--- src/rtl/core/pixel_command_serializer_assert.svh ---
// Assertion macros for the pixel command serializer.
// Expects clk and rst_n in the scope where a macro is used.
`ifndef PIXEL_COMMAND_SERIALIZER_ASSERT_SVH
`define PIXEL_COMMAND_SERIALIZER_ASSERT_SVH

// Same-cycle implication, disabled during reset
`define PCS_ASSERT_IMP(name, ante, cons) \
    name: assert property (@(posedge clk) disable iff (!rst_n) (ante) |-> (cons)) \
        else $error("pixel_command_serializer: same-cycle check failed");

// Next-cycle implication, disabled during reset
`define PCS_ASSERT_NXT(name, ante, cons) \
    name: assert property (@(posedge clk) disable iff (!rst_n) (ante) |=> (cons)) \
        else $error("pixel_command_serializer: next-cycle check failed");

`endif

--- src/rtl/core/pcs_pkg.sv ---
// Shared types and constants of the pixel command serializer.
// No dependencies; every other file but the assertion header uses it by scoped names.
`default_nettype none

package pcs_pkg;

    // Field widths of the pixel and byte transactions
    localparam int unsigned COORD_BITS = 16;
    localparam int unsigned COLOR_BITS = 8;
    localparam int unsigned BYTE_BITS  = 8;

    // Decimal digits of the widest coordinate and the width of a digit index
    localparam int unsigned DEC_DIGITS = 5;
    localparam int unsigned DIG_IDX_W  = 3;

    // Position counter of the byte sequencer
    localparam int unsigned CNT_W = 3;
    localparam logic [CNT_W-1:0] HEAD_LAST = 3'd2;
    localparam logic [CNT_W-1:0] HEX_LAST  = 3'd5;
    localparam logic [CNT_W-1:0] BIN_LAST  = 3'd7;

    // Command queue between front and back
    localparam int unsigned QUEUE_DEPTH = 2;
    localparam int unsigned QPTR_W      = 1;

    // Configuration port
    localparam int unsigned PADDR_W = 3;
    localparam int unsigned PDATA_W = 32;
    localparam logic        REG_BINARY_MODE = 1'b0;

    // Characters of the text command
    localparam logic [7:0] CH_P        = 8'h50;
    localparam logic [7:0] CH_X        = 8'h58;
    localparam logic [7:0] CH_SPACE    = 8'h20;
    localparam logic [7:0] CH_NEWLINE  = 8'h0a;
    localparam logic [7:0] CH_ZERO     = 8'h30;
    localparam logic [7:0] HEX_ALPHA_OFS = 8'h57;

    // One classified pixel, ready to be serialized
    typedef struct packed {
        logic                                binary_mode;
        logic [COORD_BITS-1:0]               x_coord;
        logic [COORD_BITS-1:0]               y_coord;
        logic [COLOR_BITS-1:0]               red;
        logic [COLOR_BITS-1:0]               green;
        logic [COLOR_BITS-1:0]               blue;
        logic [DEC_DIGITS-1:0][3:0]          x_dig;
        logic [DEC_DIGITS-1:0][3:0]          y_dig;
        logic [DIG_IDX_W-1:0]                x_top;
        logic [DIG_IDX_W-1:0]                y_top;
    } pcs_cmd_t;

    // Byte sequencer states
    typedef enum logic [3:0] {
        ST_IDLE,
        ST_HEAD,
        ST_XDIG,
        ST_SEP1,
        ST_YDIG,
        ST_SEP2,
        ST_HEX,
        ST_NL,
        ST_BIN
    } pcs_state_t;

endpackage

`default_nettype wire

--- src/rtl/core/pcs_if.sv ---
// Channel interfaces of the pixel command serializer: pixel in, bytes out.
// Depends on pcs_pkg for field widths.
`default_nettype none

interface pcs_pixel_if;
    logic                             valid;
    logic                             ready;
    logic [pcs_pkg::COORD_BITS-1:0]   x_coord;
    logic [pcs_pkg::COORD_BITS-1:0]   y_coord;
    logic [pcs_pkg::COLOR_BITS-1:0]   red;
    logic [pcs_pkg::COLOR_BITS-1:0]   green;
    logic [pcs_pkg::COLOR_BITS-1:0]   blue;

    modport source (output valid, output x_coord, output y_coord,
                    output red, output green, output blue, input ready);
    modport sink   (input valid, input x_coord, input y_coord,
                    input red, input green, input blue, output ready);
endinterface

interface pcs_byte_if;
    logic                             valid;
    logic                             ready;
    logic [pcs_pkg::BYTE_BITS-1:0]    out_byte;
    logic                             last_byte;

    modport source (output valid, output out_byte, output last_byte, input ready);
    modport sink   (input valid, input out_byte, input last_byte, output ready);
endinterface

`default_nettype wire

--- src/rtl/core/pcs_front.sv ---
// Front end: accepts pixels and converts both coordinates to decimal digits,
// one digit per pipeline stage. Depends on pcs_pkg and pcs_pixel_if.
`default_nettype none

module pcs_front #(
    parameter int unsigned COORD_WIDTH = 16
) (
    input  logic              clk,
    input  logic              rst_n,
    input  logic              binary_mode,
    pcs_pixel_if.sink         pixel_in,
    output logic              cmd_valid,
    input  logic              cmd_ready,
    output pcs_pkg::pcs_cmd_t cmd_data
);

    localparam int unsigned NDIG = pcs_pkg::DEC_DIGITS;
    localparam int unsigned CW   = pcs_pkg::COORD_BITS;
    localparam logic [CW-1:0] COORD_MASK = CW'((32'd1 << COORD_WIDTH) - 32'd1);

    typedef struct packed {
        logic                            binary_mode;
        logic [CW-1:0]                   x_coord;
        logic [CW-1:0]                   y_coord;
        logic [CW-1:0]                   x_rem;
        logic [CW-1:0]                   y_rem;
        logic [pcs_pkg::COLOR_BITS-1:0]  red;
        logic [pcs_pkg::COLOR_BITS-1:0]  green;
        logic [pcs_pkg::COLOR_BITS-1:0]  blue;
        logic [NDIG-1:0][3:0]            x_dig;
        logic [NDIG-1:0][3:0]            y_dig;
    } stage_t;

    // Quotient by ten through the reciprocal 52429 / 2^19, exact below 81920
    function automatic logic [CW-1:0] div10(input logic [CW-1:0] v);
        logic [31:0] prod;
        begin
            prod = 32'(v) * 32'd52429;
            return CW'(prod[31:19]);
        end
    endfunction

    stage_t          st_reg [NDIG];
    logic [NDIG-1:0] vld_reg;
    stage_t          head;
    logic            advance;

    // Move the whole pipeline unless the last stage is blocked
    assign advance        = !vld_reg[NDIG-1] || cmd_ready;
    assign pixel_in.ready = advance;

    // Mask the coordinates and capture the mode with the transaction
    always_comb
    begin
        head             = '0;
        head.binary_mode = binary_mode;
        head.x_coord     = pixel_in.x_coord & COORD_MASK;
        head.y_coord     = pixel_in.y_coord & COORD_MASK;
        head.x_rem       = pixel_in.x_coord & COORD_MASK;
        head.y_rem       = pixel_in.y_coord & COORD_MASK;
        head.red         = pixel_in.red;
        head.green       = pixel_in.green;
        head.blue        = pixel_in.blue;
    end

    // Advance valid bits
    always_ff @(posedge clk or negedge rst_n)
    begin
        if (!rst_n)
        begin
            vld_reg <= '0;
        end
        else if (advance)
        begin
            vld_reg <= {vld_reg[NDIG-2:0], pixel_in.valid};
        end
    end

    // Each stage peels off one decimal digit of x and of y
    for (genvar k = 0; k < NDIG; k++)
    begin : g_stage
        stage_t        src;
        stage_t        nxt;
        logic [CW-1:0] qx;
        logic [CW-1:0] qy;
        logic [CW-1:0] rx;
        logic [CW-1:0] ry;

        if (k == 0)
        begin : g_first
            assign src = head;
        end
        else
        begin : g_rest
            assign src = st_reg[k-1];
        end

        always_comb
        begin
            qx = div10(src.x_rem);
            qy = div10(src.y_rem);
            rx = src.x_rem - ((qx << 3) + (qx << 1));
            ry = src.y_rem - ((qy << 3) + (qy << 1));
            nxt          = src;
            nxt.x_rem    = qx;
            nxt.y_rem    = qy;
            nxt.x_dig[k] = rx[3:0];
            nxt.y_dig[k] = ry[3:0];
        end

        always_ff @(posedge clk)
        begin
            if (advance)
            begin
                st_reg[k] <= nxt;
            end
        end
    end

    // Find the leading digit and hand the command to the queue
    always_comb
    begin
        logic [pcs_pkg::DIG_IDX_W-1:0] x_top;
        logic [pcs_pkg::DIG_IDX_W-1:0] y_top;
        x_top = '0;
        y_top = '0;
        for (int i = 0; i < NDIG; i++)
        begin
            if (st_reg[NDIG-1].x_dig[i] != 4'd0)
            begin
                x_top = pcs_pkg::DIG_IDX_W'(i);
            end
            if (st_reg[NDIG-1].y_dig[i] != 4'd0)
            begin
                y_top = pcs_pkg::DIG_IDX_W'(i);
            end
        end
        cmd_data.binary_mode = st_reg[NDIG-1].binary_mode;
        cmd_data.x_coord     = st_reg[NDIG-1].x_coord;
        cmd_data.y_coord     = st_reg[NDIG-1].y_coord;
        cmd_data.red         = st_reg[NDIG-1].red;
        cmd_data.green       = st_reg[NDIG-1].green;
        cmd_data.blue        = st_reg[NDIG-1].blue;
        cmd_data.x_dig       = st_reg[NDIG-1].x_dig;
        cmd_data.y_dig       = st_reg[NDIG-1].y_dig;
        cmd_data.x_top       = x_top;
        cmd_data.y_top       = y_top;
    end

    assign cmd_valid = vld_reg[NDIG-1];

endmodule

`default_nettype wire

--- src/rtl/core/pcs_queue.sv ---
// Short command queue between the front end and the byte sequencer.
// Depends on pcs_pkg for the command type and depth.
`default_nettype none

module pcs_queue (
    input  logic              clk,
    input  logic              rst_n,
    input  logic              in_valid,
    output logic              in_ready,
    input  pcs_pkg::pcs_cmd_t in_data,
    output logic              out_valid,
    input  logic              out_ready,
    output pcs_pkg::pcs_cmd_t out_data
);

    localparam int unsigned PW = pcs_pkg::QPTR_W;

    pcs_pkg::pcs_cmd_t entries_reg [pcs_pkg::QUEUE_DEPTH];
    logic [PW-1:0]     wr_ptr_reg;
    logic [PW-1:0]     rd_ptr_reg;
    logic [PW:0]       count_reg;
    logic              push;
    logic              pop;

    assign in_ready  = count_reg != (PW+1)'(pcs_pkg::QUEUE_DEPTH);
    assign out_valid = count_reg != '0;
    assign out_data  = entries_reg[rd_ptr_reg];
    assign push      = in_valid && in_ready;
    assign pop       = out_valid && out_ready;

    // Advance pointers and fill count
    always_ff @(posedge clk or negedge rst_n)
    begin
        if (!rst_n)
        begin
            wr_ptr_reg <= '0;
            rd_ptr_reg <= '0;
            count_reg  <= '0;
        end
        else
        begin
            if (push)
            begin
                wr_ptr_reg <= wr_ptr_reg + 1'b1;
            end
            if (pop)
            begin
                rd_ptr_reg <= rd_ptr_reg + 1'b1;
            end
            if (push && !pop)
            begin
                count_reg <= count_reg + 1'b1;
            end
            else if (pop && !push)
            begin
                count_reg <= count_reg - 1'b1;
            end
        end
    end

    // Store the incoming command
    always_ff @(posedge clk)
    begin
        if (push)
        begin
            entries_reg[wr_ptr_reg] <= in_data;
        end
    end

endmodule

`default_nettype wire

--- src/rtl/core/pcs_back.sv ---
// Back end: walks one command byte by byte into an output register.
// Depends on pcs_pkg and pcs_byte_if.
`default_nettype none

module pcs_back (
    input  logic              clk,
    input  logic              rst_n,
    input  logic              cmd_valid,
    output logic              cmd_ready,
    input  pcs_pkg::pcs_cmd_t cmd_data,
    pcs_byte_if.source        byte_out
);

    pcs_pkg::pcs_state_t            state_reg;
    pcs_pkg::pcs_state_t            state_next;
    logic [pcs_pkg::CNT_W-1:0]      cnt_reg;
    logic [pcs_pkg::CNT_W-1:0]      cnt_next;
    pcs_pkg::pcs_cmd_t              cmd_reg;
    logic                           out_valid_reg;
    logic [7:0]                     out_byte_reg;
    logic                           out_last_reg;

    logic                           out_free;
    logic                           busy;
    logic                           is_last;
    logic                           load;
    logic [7:0]                     emit_byte;
    logic [3:0]                     nib;

    function automatic logic [7:0] hex_char(input logic [3:0] n);
        begin
            return 8'(n) + ((n < 4'd10) ? pcs_pkg::CH_ZERO : pcs_pkg::HEX_ALPHA_OFS);
        end
    endfunction

    assign out_free = !out_valid_reg || byte_out.ready;
    assign busy     = state_reg != pcs_pkg::ST_IDLE;
    assign load     = cmd_valid && cmd_ready;

    // Outputs: current byte, last flag and command pop
    always_comb
    begin
        is_last   = (state_reg == pcs_pkg::ST_NL) ||
                    ((state_reg == pcs_pkg::ST_BIN) && (cnt_reg == pcs_pkg::BIN_LAST));
        cmd_ready = !busy || (out_free && is_last);

        unique case (cnt_reg)
            3'd0:    nib = cmd_reg.red[7:4];
            3'd1:    nib = cmd_reg.red[3:0];
            3'd2:    nib = cmd_reg.green[7:4];
            3'd3:    nib = cmd_reg.green[3:0];
            3'd4:    nib = cmd_reg.blue[7:4];
            default: nib = cmd_reg.blue[3:0];
        endcase

        unique case (state_reg)
            pcs_pkg::ST_HEAD:
            begin
                unique case (cnt_reg)
                    3'd0:    emit_byte = pcs_pkg::CH_P;
                    3'd1:    emit_byte = pcs_pkg::CH_X;
                    default: emit_byte = pcs_pkg::CH_SPACE;
                endcase
            end
            pcs_pkg::ST_XDIG: emit_byte = pcs_pkg::CH_ZERO + 8'(cmd_reg.x_dig[cnt_reg]);
            pcs_pkg::ST_YDIG: emit_byte = pcs_pkg::CH_ZERO + 8'(cmd_reg.y_dig[cnt_reg]);
            pcs_pkg::ST_SEP1: emit_byte = pcs_pkg::CH_SPACE;
            pcs_pkg::ST_SEP2: emit_byte = pcs_pkg::CH_SPACE;
            pcs_pkg::ST_HEX:  emit_byte = hex_char(nib);
            pcs_pkg::ST_NL:   emit_byte = pcs_pkg::CH_NEWLINE;
            pcs_pkg::ST_BIN:
            begin
                unique case (cnt_reg)
                    3'd0:    emit_byte = pcs_pkg::CH_P;
                    3'd1:    emit_byte = cmd_reg.x_coord[7:0];
                    3'd2:    emit_byte = cmd_reg.x_coord[15:8];
                    3'd3:    emit_byte = cmd_reg.y_coord[7:0];
                    3'd4:    emit_byte = cmd_reg.y_coord[15:8];
                    3'd5:    emit_byte = cmd_reg.red;
                    3'd6:    emit_byte = cmd_reg.green;
                    default: emit_byte = cmd_reg.blue;
                endcase
            end
            default:          emit_byte = '0;
        endcase
    end

    // Next state: step through the command, chain the next one on the last byte
    always_comb
    begin
        state_next = state_reg;
        cnt_next   = cnt_reg;
        if (load)
        begin
            state_next = cmd_data.binary_mode ? pcs_pkg::ST_BIN : pcs_pkg::ST_HEAD;
            cnt_next   = '0;
        end
        else if (busy && out_free)
        begin
            unique case (state_reg)
                pcs_pkg::ST_HEAD:
                begin
                    if (cnt_reg == pcs_pkg::HEAD_LAST)
                    begin
                        state_next = pcs_pkg::ST_XDIG;
                        cnt_next   = cmd_reg.x_top;
                    end
                    else
                    begin
                        cnt_next = cnt_reg + 1'b1;
                    end
                end
                pcs_pkg::ST_XDIG:
                begin
                    if (cnt_reg == '0)
                    begin
                        state_next = pcs_pkg::ST_SEP1;
                    end
                    else
                    begin
                        cnt_next = cnt_reg - 1'b1;
                    end
                end
                pcs_pkg::ST_SEP1:
                begin
                    state_next = pcs_pkg::ST_YDIG;
                    cnt_next   = cmd_reg.y_top;
                end
                pcs_pkg::ST_YDIG:
                begin
                    if (cnt_reg == '0)
                    begin
                        state_next = pcs_pkg::ST_SEP2;
                    end
                    else
                    begin
                        cnt_next = cnt_reg - 1'b1;
                    end
                end
                pcs_pkg::ST_SEP2:
                begin
                    state_next = pcs_pkg::ST_HEX;
                    cnt_next   = '0;
                end
                pcs_pkg::ST_HEX:
                begin
                    if (cnt_reg == pcs_pkg::HEX_LAST)
                    begin
                        state_next = pcs_pkg::ST_NL;
                    end
                    else
                    begin
                        cnt_next = cnt_reg + 1'b1;
                    end
                end
                pcs_pkg::ST_NL:
                begin
                    state_next = pcs_pkg::ST_IDLE;
                end
                pcs_pkg::ST_BIN:
                begin
                    if (cnt_reg == pcs_pkg::BIN_LAST)
                    begin
                        state_next = pcs_pkg::ST_IDLE;
                    end
                    else
                    begin
                        cnt_next = cnt_reg + 1'b1;
                    end
                end
                default:
                begin
                    state_next = pcs_pkg::ST_IDLE;
                end
            endcase
        end
    end

    // Hold sequencer state and the output register
    always_ff @(posedge clk or negedge rst_n)
    begin
        if (!rst_n)
        begin
            state_reg     <= pcs_pkg::ST_IDLE;
            cnt_reg       <= '0;
            out_valid_reg <= 1'b0;
        end
        else
        begin
            state_reg <= state_next;
            cnt_reg   <= cnt_next;
            if (out_free)
            begin
                out_valid_reg <= busy;
            end
        end
    end

    // Capture command and byte payload
    always_ff @(posedge clk)
    begin
        if (load)
        begin
            cmd_reg <= cmd_data;
        end
        if (out_free)
        begin
            out_byte_reg <= emit_byte;
            out_last_reg <= is_last;
        end
    end

    assign byte_out.valid     = out_valid_reg;
    assign byte_out.out_byte  = out_byte_reg;
    assign byte_out.last_byte = out_last_reg;

endmodule

`default_nettype wire

--- src/rtl/core/pixel_command_serializer.sv ---
// Top level of the pixel command serializer: config register, front end,
// command queue and byte sequencer. Depends on pcs_pkg, pcs_if and submodules.
`default_nettype none

// Each accepted pixel becomes one set-pixel command on the byte channel, one
// byte per cycle while the channel is ready, out of an output register. A text
// command ("PX x y rrggbb\n") has 12 bytes plus one per decimal digit of x and
// of y, so 14 to 22; a binary command has 8. An idle sequencer loads a command
// before its first byte; otherwise commands follow with no gap. Pixels pass a
// five-stage decimal conversion pipeline, one digit of x and y per stage, and a
// two-entry command queue, so the input keeps taking pixels while bytes go out
// until both are full. binary_mode (address 0) is sampled when a pixel is
// accepted and should be written only while the block is idle.

`include "pixel_command_serializer_assert.svh"

module pixel_command_serializer #(
    parameter int unsigned COORD_WIDTH = 16
) (
    input  logic                            clk,
    input  logic                            rst_n,
    pcs_pixel_if.sink                       pixel_in,
    pcs_byte_if.source                      byte_out,
    input  logic                            psel,
    input  logic                            penable,
    input  logic                            pwrite,
    input  logic [pcs_pkg::PADDR_W-1:0]     paddr,
    input  logic [pcs_pkg::PDATA_W-1:0]     pwdata,
    output logic [pcs_pkg::PDATA_W-1:0]     prdata,
    output logic                            pready
);

    logic              binary_mode_reg;
    logic              cfg_write;
    logic              fq_valid;
    logic              fq_ready;
    pcs_pkg::pcs_cmd_t fq_data;
    logic              bq_valid;
    logic              bq_ready;
    pcs_pkg::pcs_cmd_t bq_data;

    // Register write on the access phase
    assign pready    = 1'b1;
    assign cfg_write = psel && penable && pwrite && pready;

    always_ff @(posedge clk or negedge rst_n)
    begin
        if (!rst_n)
        begin
            binary_mode_reg <= 1'b0;
        end
        else if (cfg_write && (paddr[2] == pcs_pkg::REG_BINARY_MODE))
        begin
            binary_mode_reg <= pwdata[0];
        end
    end

    // Read back the register, zero elsewhere
    assign prdata = (paddr[2] == pcs_pkg::REG_BINARY_MODE) ?
                    {{(pcs_pkg::PDATA_W-1){1'b0}}, binary_mode_reg} : '0;

    pcs_front #(
        .COORD_WIDTH (COORD_WIDTH)
    ) u_front (
        .clk         (clk),
        .rst_n       (rst_n),
        .binary_mode (binary_mode_reg),
        .pixel_in    (pixel_in),
        .cmd_valid   (fq_valid),
        .cmd_ready   (fq_ready),
        .cmd_data    (fq_data)
    );

    pcs_queue u_queue (
        .clk       (clk),
        .rst_n     (rst_n),
        .in_valid  (fq_valid),
        .in_ready  (fq_ready),
        .in_data   (fq_data),
        .out_valid (bq_valid),
        .out_ready (bq_ready),
        .out_data  (bq_data)
    );

    pcs_back u_back (
        .clk       (clk),
        .rst_n     (rst_n),
        .cmd_valid (bq_valid),
        .cmd_ready (bq_ready),
        .cmd_data  (bq_data),
        .byte_out  (byte_out)
    );

    // A full queue must stall the pixel input
    `PCS_ASSERT_IMP(a_full_queue_stalls_input, fq_valid && !fq_ready, !pixel_in.ready)
    // A blocked command stays at the end of the conversion pipeline
    `PCS_ASSERT_NXT(a_blocked_cmd_held, fq_valid && !fq_ready, fq_valid)
    // The byte after a command's last byte opens a new command
    `PCS_ASSERT_NXT(a_cmd_opens_with_p, byte_out.valid && byte_out.ready && byte_out.last_byte, !byte_out.valid || (byte_out.out_byte == pcs_pkg::CH_P))

endmodule

`default_nettype wire
--- src/flat_wrapper.sv ---
// flat-port wrapper written by rule: the top's interface ports become plain ports
module pixel_command_serializer_flat 
#(
    parameter int unsigned COORD_WIDTH = 16
)
  (clk, rst_n, psel, penable, pwrite, paddr, pwdata, prdata, pready, pixel_in_valid, pixel_in_x_coord, pixel_in_y_coord, pixel_in_red, pixel_in_green, pixel_in_blue, pixel_in_ready, byte_out_valid, byte_out_out_byte, byte_out_last_byte, byte_out_ready);
  pcs_pixel_if pixel_in_i ();
  pcs_byte_if byte_out_i ();
  input  logic clk;
  input  logic rst_n;
  input  logic psel;
  input  logic penable;
  input  logic pwrite;
  input  logic [pcs_pkg::PADDR_W-1:0] paddr;
  input  logic [pcs_pkg::PDATA_W-1:0] pwdata;
  output logic [pcs_pkg::PDATA_W-1:0] prdata;
  output logic pready;
  input wire logic [$bits(pixel_in_i.valid)-1:0] pixel_in_valid;
  input wire logic [$bits(pixel_in_i.x_coord)-1:0] pixel_in_x_coord;
  input wire logic [$bits(pixel_in_i.y_coord)-1:0] pixel_in_y_coord;
  input wire logic [$bits(pixel_in_i.red)-1:0] pixel_in_red;
  input wire logic [$bits(pixel_in_i.green)-1:0] pixel_in_green;
  input wire logic [$bits(pixel_in_i.blue)-1:0] pixel_in_blue;
  output wire logic [$bits(pixel_in_i.ready)-1:0] pixel_in_ready;
  output wire logic [$bits(byte_out_i.valid)-1:0] byte_out_valid;
  output wire logic [$bits(byte_out_i.out_byte)-1:0] byte_out_out_byte;
  output wire logic [$bits(byte_out_i.last_byte)-1:0] byte_out_last_byte;
  input wire logic [$bits(byte_out_i.ready)-1:0] byte_out_ready;
  assign pixel_in_i.valid = pixel_in_valid;
  assign pixel_in_i.x_coord = pixel_in_x_coord;
  assign pixel_in_i.y_coord = pixel_in_y_coord;
  assign pixel_in_i.red = pixel_in_red;
  assign pixel_in_i.green = pixel_in_green;
  assign pixel_in_i.blue = pixel_in_blue;
  assign pixel_in_ready = pixel_in_i.ready;
  assign byte_out_valid = byte_out_i.valid;
  assign byte_out_out_byte = byte_out_i.out_byte;
  assign byte_out_last_byte = byte_out_i.last_byte;
  assign byte_out_i.ready = byte_out_ready;
  pixel_command_serializer #(.COORD_WIDTH(COORD_WIDTH)) u_core (.clk(clk), .rst_n(rst_n), .pixel_in(pixel_in_i), .byte_out(byte_out_i), .psel(psel), .penable(penable), .pwrite(pwrite), .paddr(paddr), .pwdata(pwdata), .prdata(prdata), .pready(pready));
endmodule
--- config.mk ---
export PLATFORM = sky130hd
export DESIGN_NAME = pixel_command_serializer_flat
export DESIGN_NICKNAME = d
export VERILOG_FILES = /design/src/rtl/core/pcs_pkg.sv /design/src/rtl/core/pcs_if.sv /design/src/rtl/core/pcs_front.sv /design/src/rtl/core/pcs_queue.sv /design/src/rtl/core/pcs_back.sv /design/src/rtl/core/pixel_command_serializer.sv /design/src/flat_wrapper.sv
export VERILOG_INCLUDE_DIRS = /design/src /design/src/rtl/core
export SDC_FILE = /design/constraint.sdc
export NUM_CORES = 2
export LEC_CHECK = 0
export ABC_AREA = 1
export BUFFER_PORTS_ARGS = -buffer_cell sky130_fd_sc_hd__buf_2
export CAP_MARGIN = 5
export CORE_UTILIZATION = 40
export CTS_BUF_LIST = sky130_fd_sc_hd__clkbuf_16
export CTS_CLUSTER_SIZE = 10
export DETAILED_ROUTE_END_ITERATION = 8
export PLACE_DENSITY = 0.58
export SYNTH_ARGS = -nofsm -noshare
export SYNTH_HDL_FRONTEND = slang
export SYNTH_SLANG_ARGS = --single-unit
--- constraint.sdc ---
create_clock -name clk -period 18.5 [get_ports clk]
set_clock_uncertainty 0.15 [all_clocks]
set_input_delay 3.7 -clock clk [delete_from_list [all_inputs] [get_ports clk]]
set_output_delay 3.7 -clock clk [all_outputs]
set_load 0.005 [all_outputs]
==> key figures <==
Floorplan
  • I/O pin cnt: 142
  • Die area: about 180000 um^2
  • Row count: 153
  • Die width: approximately 420 um
  • Initial core utilization: 0.402
  • Die height: 420 um
  • Core Area: between 150000 and 200000 um^2

Worst hold path
  • Hold Path Origin: u_core.u_front.st_reg[0][352]
  • WHS Endpoint: u_core.u_front.st_reg[0][475]
  • Hold depth: 0
  • Hold Crit Class: flip-flop to flip-flop

Route
  • Routed Antenna Nets: 0
  • Final WL: 150000 um
  • Drt first-iter violations: 2244
  • Initial DRT Pass Iterations: 9
  • Vias: around 44000
  • DRC viols: 2
  • Wirelength per Cell: between 15 and 20 um
  • Vias per inst: approximately 4.9

Logic synthesis
  • Syn Area/Cell: between 10 and 15 um^2
  • Area leader, netlist: edfxtp_1
  • Flops & latches, synth: approximately 840
  • Share of flip-flops with an asynchronous set or reset: 0.0213
  • Post-synth EDFFs: about 830
  • Top FF cell, synth: edfxtp_1
  • Synth top area cells: edfxtp_1 35%, ha_1 22%, fa_1 18%
  • Top cells by count, synth: 1363 x inv_1, 1209 x ha_1, 1027 x nand2_1
  • Synth Cell Area: about 70000 um^2
  • Seq/Total Area, Yosys: 0.361
  • Cell with the most instances after synthesis: inv_1
  • Yosys warnings: 0
  • Gate Count Post-Synth: ~6500
  • Synth cell types: between 60 and 70
  • Synth top area share: 0.355

Global routing
  • Largest net degree at the start of global routing: 84
  • Antenna violations before repair: 2
  • Global route overflow: 0
  • GRT Util Overall: 0.173
  • Vias in the first global route: around 45000
  • First-pass GRT wire length: about 240000 um

CTS
  • TritonCTS buffer count: around 100
  • Hold-fix buffers, CTS: 0
  • Clk sinks: 844
  • Root Driver: clkbuf_16
  • Clk_lat worst skew: about 700 ps
  • Postcts setup bufs: 0
  • Htree depth: 3
  • CTS Buffer Depth: 3
  • Worst-path clk slew: around 50 ps
  • PostCTS Resize Cnt: 0
  • CTS tree: yes

Layout
  • Finished Core Util: 0.437
  • Max reg flops: about 500
  • Layout cell share with drive strength beyond 1: 0.0370
  • Finished Layout Cells: roughly 9000
  • Layout overhead on the synthesized area: 8.59%
  • Diodes inserted: 0
  • Nets@finish: between 8000 and 9000
  • Fill cell count: roughly 16000
  • Fin area: roughly 76000 um^2

Worst setup path
  • Reg2Reg Launch Point: u_core.u_front.st_reg[0][77]
  • R2R depth: 27
  • Critical path class: input port to flip-flop
  • CP max-delay cell: fa_1
  • CP required: about 19000 ps
  • Worst path cell trace: buf_2, ha_1, fa_1, inv_1, fa_1, fa_1, inv_1, fa_1, inv_1, fa_1, inv_1, ha_1, a21oi_1, o21ai_0, a21oi_1, nand2_1, xor2_1, ha_1, xnor2_1, nand3b_1, nand2_1, nand2_1, nand2_1, inv_1
  • Critical path capture point type: flip-flop
  • Crit path DAT: roughly 9000 ps
  • Reg2Reg Setup Slack: approximately 12000 ps
  • Startpoint types: input port
  • CP max FO: 6
  • Crit Reg-Reg Endpoint: u_core.u_front.st_reg[0][150]
  • CP peak stage delay: ~570 ps

Flow run
  • Max cap viols: 0

Placement
  • Gpl congestion: 0.908
  • Hpwl dp: 123000 um
  • PortBufs: 76
  • Placed cell area: around 73000 um^2
  • Placed cells: 8837

Timing
  • Max-slew headroom: 0.273
  • Slew @ Worst Pin: 1090 ps
  • Fmax: between 100 and 150 MHz
  • RSZ-0062 raised after global routing: false
  • Setup TNS: 0 ps
  • Final setup viols: 0
  • Min Tclk post-route: 8730 ps
  • Pins Over Slew Limit: 0
  • Hold Vio Cnt, Final: 0
  • Crit share post-route: 0.472

Outcome
  • Status: complete, but fails checks
  • Failing checks: design-rule violations
## critical path, delay by kind of cell
kind	cells	cell delay, ps
compound gates	3	580
xor+xnor	2	350
fa+ha+maj	8	3470
buf+inv	6	470
simple gates	5	440
## cells by family (layout without fill, tap and decap cells)
logic type                 count (synthesis)  count (layout)  share of synthesized area
muxes                                     17              17                    0.00245
xor gates and xnor gates                 126             126                     0.0158
AOI/OAI and AO/OA                        580             580                     0.0481
DFF                                      844             844                      0.361
other                                      2              32                   0.000107
and+or+nand+nor                         1608            1608                     0.0951
buffers and inverters                   1435            1599                     0.0791
adders and majority gates               1842            1842                      0.398
## placed cells by master, fill, tap and decap left out, types with 9 or more instances in the layout
cell type and instances:
o22ai_1 10, dfrtp_1 17, o211ai_1 17, o21bai_1 22
a21o_1 34, xnor2_1 56, xor2_1 70, buf_2 76
a31oi_1 25, nand2_1 1027, conb_1 32, fa_1 633
nand4_1 53, edfxtp_1 826, clkinv_1 9, nor4_1 21
nand3_1 149, o21ai_0 139, o21a_1 13, buf_4 15
nor3_1 34, mux2i_1 16, ha_1 1209, nor2_1 276
a221oi_1 12, clkbuf_16 98, inv_1 1378, a21oi_1 261
## through the flow
step / hold slack (ps) / worst slack, ps
finish: 203 / 9770
global route: 199 / 9530
CTS: 203 / 9850
detailed placement: 255 / 9110
global placement: 251 / 9060
floorplan: 250 / 1450
## worst max-delay path by stage
stage | from | to | slack (ps) | cells past startpoint
after floorplan | u_core.u_queue.count_reg[0] | u_core.u_front.st_reg[0][0] | 1450 | 2
after global placement | pixel_in_x_coord[8] | u_core.u_front.st_reg[0][23] | 9060 | 24
after detailed placement | pixel_in_x_coord[8] | u_core.u_front.st_reg[0][23] | 9110 | 24
after CTS | pixel_in_x_coord[8] | u_core.u_front.st_reg[0][23] | 9850 | 24
after global routing | pixel_in_y_coord[7] | u_core.u_front.st_reg[0][3] | 9530 | 22
final | pixel_in_x_coord[8] | u_core.u_front.st_reg[0][23] | 9770 | 24
## per-layer routing
metal  vias up  track usage  wire [um]
met4         0       0.0430       3420
met3       201       0.0211       4860
met1     21200        0.239      70900
met5         -            0          0
met2       717        0.288      70900
li1      21500            -          -
## cell type report
type	count	area (um^2)	area share
multi-input combinational	4205	39200	0.517
timing repair buffer	91	493	0.00650
inverter	1372	5160	0.0680
tap	2325	2910	0.0383
clock inverter	38	373	0.00491
sequential	844	25300	0.333
clock buffer	98	2450	0.0323
Power is left out: the tool's default activity adds up to more than one toggle a clock period on the data nets, which glitch-free logic cannot reach.
